$ cat config.mk
export PLATFORM = sky130hd
export DESIGN_NAME = wlsp_tone
export DESIGN_NICKNAME = d
export VERILOG_FILES = /design/src/hdl/wlsp_pkg.sv /design/src/hdl/wlsp_tone.sv
export SDC_FILE = /design/constraint.sdc
export NUM_CORES = 1
export LEC_CHECK = 0
export BUFFER_PORTS_ARGS = -buffer_cell sky130_fd_sc_hd__buf_2
export CORE_MARGIN = 3
export CORE_UTILIZATION = 59
export DETAILED_ROUTE_END_ITERATION = 12
export PLACE_DENSITY = 0.87
export SYNTH_ARGS = -nofsm -noshare
export SYNTH_HDL_FRONTEND = slang
export SYNTH_SLANG_ARGS = --single-unit
$ cat constraint.sdc
create_clock -name clock -period 6.71 [get_ports clock]
set_clock_uncertainty 0.1 [all_clocks]
set_input_delay 0.3355 -clock clock [delete_from_list [all_inputs] [get_ports clock]]
set_output_delay 0.3355 -clock clock [all_outputs]
set_load 0.01 [all_outputs]
$ cat src/hdl/wlsp_pkg.sv
`timescale 1ns / 1ps
package wlsp_pkg;

   // request and response payloads
   typedef struct packed {
      logic        operation;
      logic [11:0] sample;
      logic [5:0]  view_row;
      logic [6:0]  view_column;
   } req_type;

   typedef struct packed {
      logic        result_kind;
      logic [6:0]  peak_column;
      logic [11:0] peak_value;
      logic [14:0] tone_hz;
      logic [1:0]  pixel_level;
      logic        pixel_lit;
   } rsp_type;

   // store port controls
   typedef struct packed {
      logic       wr_en;
      logic       rd_en;
      logic [1:0] wr_level;
   } store_ctl_type;

   // tone datapath stage loads
   typedef struct packed {
      logic ld_mul;
      logic ld_scale;
   } tone_ctl_type;

   localparam logic OP_SAMPLE = 1'b0;
   localparam logic OP_PIXEL  = 1'b1;

   localparam logic KIND_SUMMARY = 1'b0;
   localparam logic KIND_PIXEL   = 1'b1;

   localparam logic [1:0] CSR_TONE_ENABLE = 2'd0;
   localparam logic [1:0] CSR_NOISE_GATE  = 2'd1;
   localparam logic [1:0] CSR_TONE_MIN    = 2'd2;
   localparam logic [1:0] CSR_TONE_MAX    = 2'd3;

   localparam logic        TONE_ENABLE_RST = 1'b0;
   localparam logic [11:0] NOISE_GATE_RST  = 12'd409;
   localparam logic [14:0] TONE_MIN_RST    = 15'd200;
   localparam logic [14:0] TONE_MAX_RST    = 15'd4000;

   localparam logic [11:0] THRESH_1 = 12'd1023;
   localparam logic [11:0] THRESH_2 = 12'd2047;
   localparam logic [11:0] THRESH_3 = 12'd3071;

   localparam logic [1:0] LEVEL_0 = 2'd0;
   localparam logic [1:0] LEVEL_1 = 2'd1;
   localparam logic [1:0] LEVEL_2 = 2'd2;
   localparam logic [1:0] LEVEL_3 = 2'd3;

   // floor(x / 4095) == (x * RECIP) >> RECIP_SHIFT for any x below 2**27
   localparam logic [27:0] RECIP       = 28'd134250505;
   localparam int          RECIP_SHIFT = 39;
   localparam logic [16:0] TONE_LIMIT  = 17'd32767;

   function automatic logic [1:0] level_of(input logic [11:0] s);
      logic [1:0] lvl;
      if (s < THRESH_1)      lvl = LEVEL_0;
      else if (s < THRESH_2) lvl = LEVEL_1;
      else if (s < THRESH_3) lvl = LEVEL_2;
      else                   lvl = LEVEL_3;
      return lvl;
   endfunction

endpackage

$ cat src/hdl/wlsp_tone.sv
`timescale 1ns / 1ps
module wlsp_tone import wlsp_pkg::*; (
   input  logic         clock,
   input  tone_ctl_type ctl,
   input  logic [11:0]  peak,
   input  logic [14:0]  tone_min,
   input  logic [14:0]  tone_max,
   output logic [14:0]  tone_hz
);

   logic [14:0] span;
   logic [26:0] prod_ff, prod_in;
   logic [54:0] scaled_ff, scaled_in;
   logic [15:0] quot;
   logic [16:0] sum;

   assign span = (tone_max > tone_min) ? (tone_max - tone_min) : 15'd0;

   assign prod_in   = 27'(peak) * 27'(span);
   assign scaled_in = 55'(prod_ff) * 55'(RECIP);

   always_ff @(posedge clock) begin
      if (ctl.ld_mul) begin
         prod_ff <= prod_in;
      end
      if (ctl.ld_scale) begin
         scaled_ff <= scaled_in;
      end
   end

   assign quot    = scaled_ff[54:RECIP_SHIFT];
   assign sum     = 17'(tone_min) + 17'(quot);
   assign tone_hz = (sum > TONE_LIMIT) ? TONE_LIMIT[14:0] : sum[14:0];

endmodule

; ---- Yosys cells after proc, flatten, opt, wreduce, memory -nomap -nowiden
; Index checks and enable logic that the tools add are counted.
[op_classes]
add_sub_neg = 2
n_mul = 2
order_cmp = 2
muxes = 2
[ops]
columns = cell, n
row1 = "27-bit by 28-bit multiplier with 55-bit output, second input constant", 1
row2 = 15-bit 2-to-1 mux, 2
row3 = 12-bit by 15-bit multiplier with 27-bit output, 1
row4 = 15-bit by 16-bit adder with 17-bit output, 1
row5 = "17-bit by 15-bit > comparator with 1-bit output, second input constant", 1
row6 = 15-bit > comparator, 1
row7 = 15-bit subtractor, 1
[totals]
reg_bits = 82
in_bits = 45
out_inout_bits = 15
elab_cells = 10

; ---- Depth between registers and ports, before layout
[depth]
ltp_word = 3
ltp_mapped = 33
mapped_depth_nobuf = 32

; ---- Least setup slack after synthesis
; OpenSTA, ideal clock, no wires.
[synth_timing]
kind = in2reg
from = in tone_min[1]
to = reg prod_ff[26], data pin
setup_ns = 0.259
t_arrival_ns = 6.937
t_required_ns = 6.351
slack_ns = -0.586
path_stages = 32
n_path_buf = 2
cell_sequence = inv_1 ha_1 nor2b_1 o21ai_1 a21oi_1 o21ai_1 a21oi_1 o311a_1 nor3b_1 buf_2 nor2_1 clkbuf_1 and3_1 fa_1 inv_1 fa_1 inv_1 fa_1 fa_1 inv_1 fa_1 inv_1 ha_1 a21o_1 a21o_1 a21oi_1 nand2_1 o21ai_0 o211ai_1 nor2_1 a21oi_1 xnor2_1
[synth_via]
elab_chain_cells = 3
word_cells_on_any_way = 4
cone_classes = add/sub (1) / mul (1) / order compare (1) / mux (1)
[synth_rtl]
columns = item, line
row1 = from (decl), wlsp_tone.sv:6  ; input logic [14:0] tone_min,
row2 = 15-bit subtractor or 15-bit > comparator (tied branches), wlsp_tone.sv:17  ; assign span = (tone_max > tone_min) ? (tone_max - tone_min) : 15'd0;
row3 = 15-bit 2-to-1 mux (*), wlsp_tone.sv:17
row4 = 12-bit by 15-bit multiplier with 27-bit output (*), wlsp_tone.sv:19  ; assign prod_in = 27'(peak) * 27'(span);
row5 = named net prod_in[26], wlsp_tone.sv:12  ; logic [26:0] prod_ff, prod_in;
row6 = to (signal assigned), wlsp_tone.sv:24  ; prod_ff <= prod_in;
row7 = to (decl), wlsp_tone.sv:12
; The timed path passes the listed nets; every way through them passes the cells marked *.
; A chain may end at the register's enable or synchronous reset.

; ---- Worst setup path after layout
[layout_timing]
from = in tone_min[1]
to = reg prod_ff[22], data pin
; Same word-level chain as after synthesis.

==> metrics <==
Ports=60; crit start category=input pin; status=finished with violations; CTS tree=done; Die Area=about 22000 um^2; synth warn=0; Crit path top cell by count=fa_1; Max Slew Vio Count=0; final period utilization=119%; Main synth FF type=edfxtp_1; failing checks=negative setup slack; number of DRC markers in iteration 0=1508; post-route ant nets=0; vias in the first global route=11.8k; Die Wd=148 um; Site Rows=51; worst hold margin=0.363 ns; cell area after synthesis=11900 um^2; GR peak layer=met2; maximum VDD drop=between 0.0003 and 0.0004 V; Post-synth EDFFs=43; ys async rst share=0%; top cell type's share of synthesized area=26.9%; sw frac=53.8%; Slew Limit Headroom=~55%; Initial Util=60.6%; htree depth=2; Yosys top cell by area=ha_1; placer congestion estimate=0.923; Pint=0.00340 W; port buffer count=59; slowest cell delay on critical path=about 0.74 ns; TritonCTS buffer count=5; Sequential Power Share=8.8%; residual DRC count=0; post-synthesis net count=about 1.8k; Worst EP required=6.66 ns; Setup WS post-layout=-1.27 ns; Least-Margin Pin Slew=roughly 0.67 ns; clock network power share=about 3.4%; HP Class=input pin to flip-flop; WL per Instance=around 25 um; cells after synthesis=1314; Leakage=slightly below 8 nW; Detailed Routing Iterations Pass 1=10; Max Freq=approximately 0.13 GHz; combinational group share of total power=87.7%; final setup TNS=-11.21 ns; largest net degree at the start of global routing=29; antenna cell count=0; Tmin final=7.98 ns; nets@finish=~2.0k; max_cap viols=0; met2 Usage GRT=56.3%; clock root buffer=clkbuf_16; most frequent cell after synthesis=inv_1; core footprint=19700 um^2; Die Ht=between 100 and 150 um; Hold Vio Cnt, Final=0; share of layout cells above drive strength 1=between 20% and 30%; register clock-pin slew on the reported worst setup and hold paths=0.07 ns; critical path fanouts, max=9; net switching power=0.00396 W; arrival time worst endpoint=about 7.9 ns; Longest Clk Path Bufs=2; GR Layer Usage met3=between 8 and 9%; Seq/Total Area, Yosys=10.8%; first-pass GRT wire length=57400 um; PD cells=~500 nW/um^2; GRT Util Overall=32.6%; Avg Inst Size Synth=9.06 um^2; Routed Wire Length=44500 um; synth top area cells=ha_1 27%, fa_1 25%, edfxtp_1 11%; global route overflow=0; Pwr Total=0.00736 W; area growth from synthesis to layout=24.4%; clock sinks=43; Post-CTS Hold Buffers=0; CP max-delay cell=fa_1; antenna violations before repair=1; fillcell total=1122; RSZ-0062 raised after global routing=true; Critical Path End Type=flip-flop; met1 GRT Util=36.8%; DP HPWL=25100 um; most frequent cells after synthesis=259 x inv_1, 256 x ha_1, 148 x fa_1; register bit total from synthesis=between 40 and 50; Via density=6.63; Setup violations, final=13; WS Path Type=input pin to flip-flop; unique cell type count in the Yosys netlist=52; Vias=11.8k; Clk Latency, worst-skew pair=0.31 ns
-- stage by stage --
stage                     setup slack, ns  util [%]  instances  area (um^2)
final                               -1.27      75.4       1780        14800
after global routing                -1.49      75.4       1780        14800
after CTS                         -0.0717      72.3       1759        14200
after detailed placement           -0.649      69.1       1725        13600
after global placement             -0.403      69.1       1725        13600
after floorplan                 0.0000346         -       1314        12200
-- power by group through the flow --
stage | sequential [W] | clock, W | combinational (W)
floorplan | 0.000560 | 0 | 0.00385
global placement | 0.000630 | 0 | 0.00500
detailed placement | 0.000634 | 0 | 0.00533
CTS | 0.000630 | 0.000243 | 0.00555
global route | 0.000650 | 0.000253 | 0.00700
finish | 0.000651 | 0.000251 | 0.00646
-- logic make-up after synthesis --
group / count (synthesis) / share of synthesized area (%)
flip-flops: 43 / 10.8
XOR/XNOR: 55 / 4.04
adder cells (fa/ha/maj): 404 / 51.8
AO/OA/AOI/OAI: 174 / 9.72
buffers and inverters: 296 / 9.53
AND/OR/NAND/NOR: 342 / 14.1
-- worst max-delay path: cells and delay by family --
kind	cells	cell delay (ns)
AO/OA/AOI/OAI	11	1.78
XOR/XNOR	2	0.70
adder cells (fa/ha/maj)	7	3.28
buffers and inverters	10	1.12
AND/OR/NAND/NOR	4	0.67
-- worst paths after layout --
check	from	endpoint	slack, ns	depth (start not counted)
worst min-delay path	ctl[0]	scaled_ff[51]$_DFFE_PP_	0.36	1
worst max register to register	prod_ff[23]$_DFFE_PP_	scaled_ff[53]$_DFFE_PP_	1.13	20
worst min register to register	prod_ff[24]$_DFFE_PP_	scaled_ff[51]$_DFFE_PP_	0.65	1
worst max-delay path	tone_min[1]	prod_ff[22]$_DFFE_PP_	-1.27	34
-- state kept, by name (all words and copies together) (netlist names) --
register	flops
scaled_ff	16
prod_ff	27
-- per-layer routing --
layer / wire, um / vias up
li1: - / 4741
met1: 13800 / 5462
met2: 20300 / 1114
met3: 5800 / 491
met4: 4590 / 2
met5: 59 / -
-- cell type report --
type                            count  area (um^2)  area share (%)
Clock buffer                        6          129           0.870
Clock inverter                      2         12.5          0.0845
Inverter                          259          975            6.58
Multi-Input combinational cell    975        10300            69.2
Sequential cell                    43         1290            8.72
Tap cell                          265          332            2.24
Timing Repair Buffer              230         1820            12.3
-- placed cells by master, fill, tap and decap left out, drive strengths merged, types with 2 or more instances in the layout --
cell type,instances
a211oi,8
a21boi,2
a21o,40
a21oi,51
a311oi,2
a31o,2
a31oi,3
a41o,2
and2,41
and3,28
and4,2
buf,230
clkbuf,6
edfxtp,43
fa,148
ha,256
inv,259
nand2,111
nand2b,13
nand3,51
nand4,12
nor2,44
nor2b,7
nor3,23
nor3b,2
o2111ai,2
o211ai,6
o21a,10
o21ai,28
o21bai,6
o311a,2
o311ai,2
o31ai,2
o41ai,2
or2,2
or3,3
xnor2,39
xor2,16
-- timing repair --
item	CTS	global route
gates resized for setup	57	87
pin swaps	47	75
buffers inserted	29	23
gates cloned	0	0
endpoints found under the setup margin	13	17
Power figures use the tool's default switching activity.
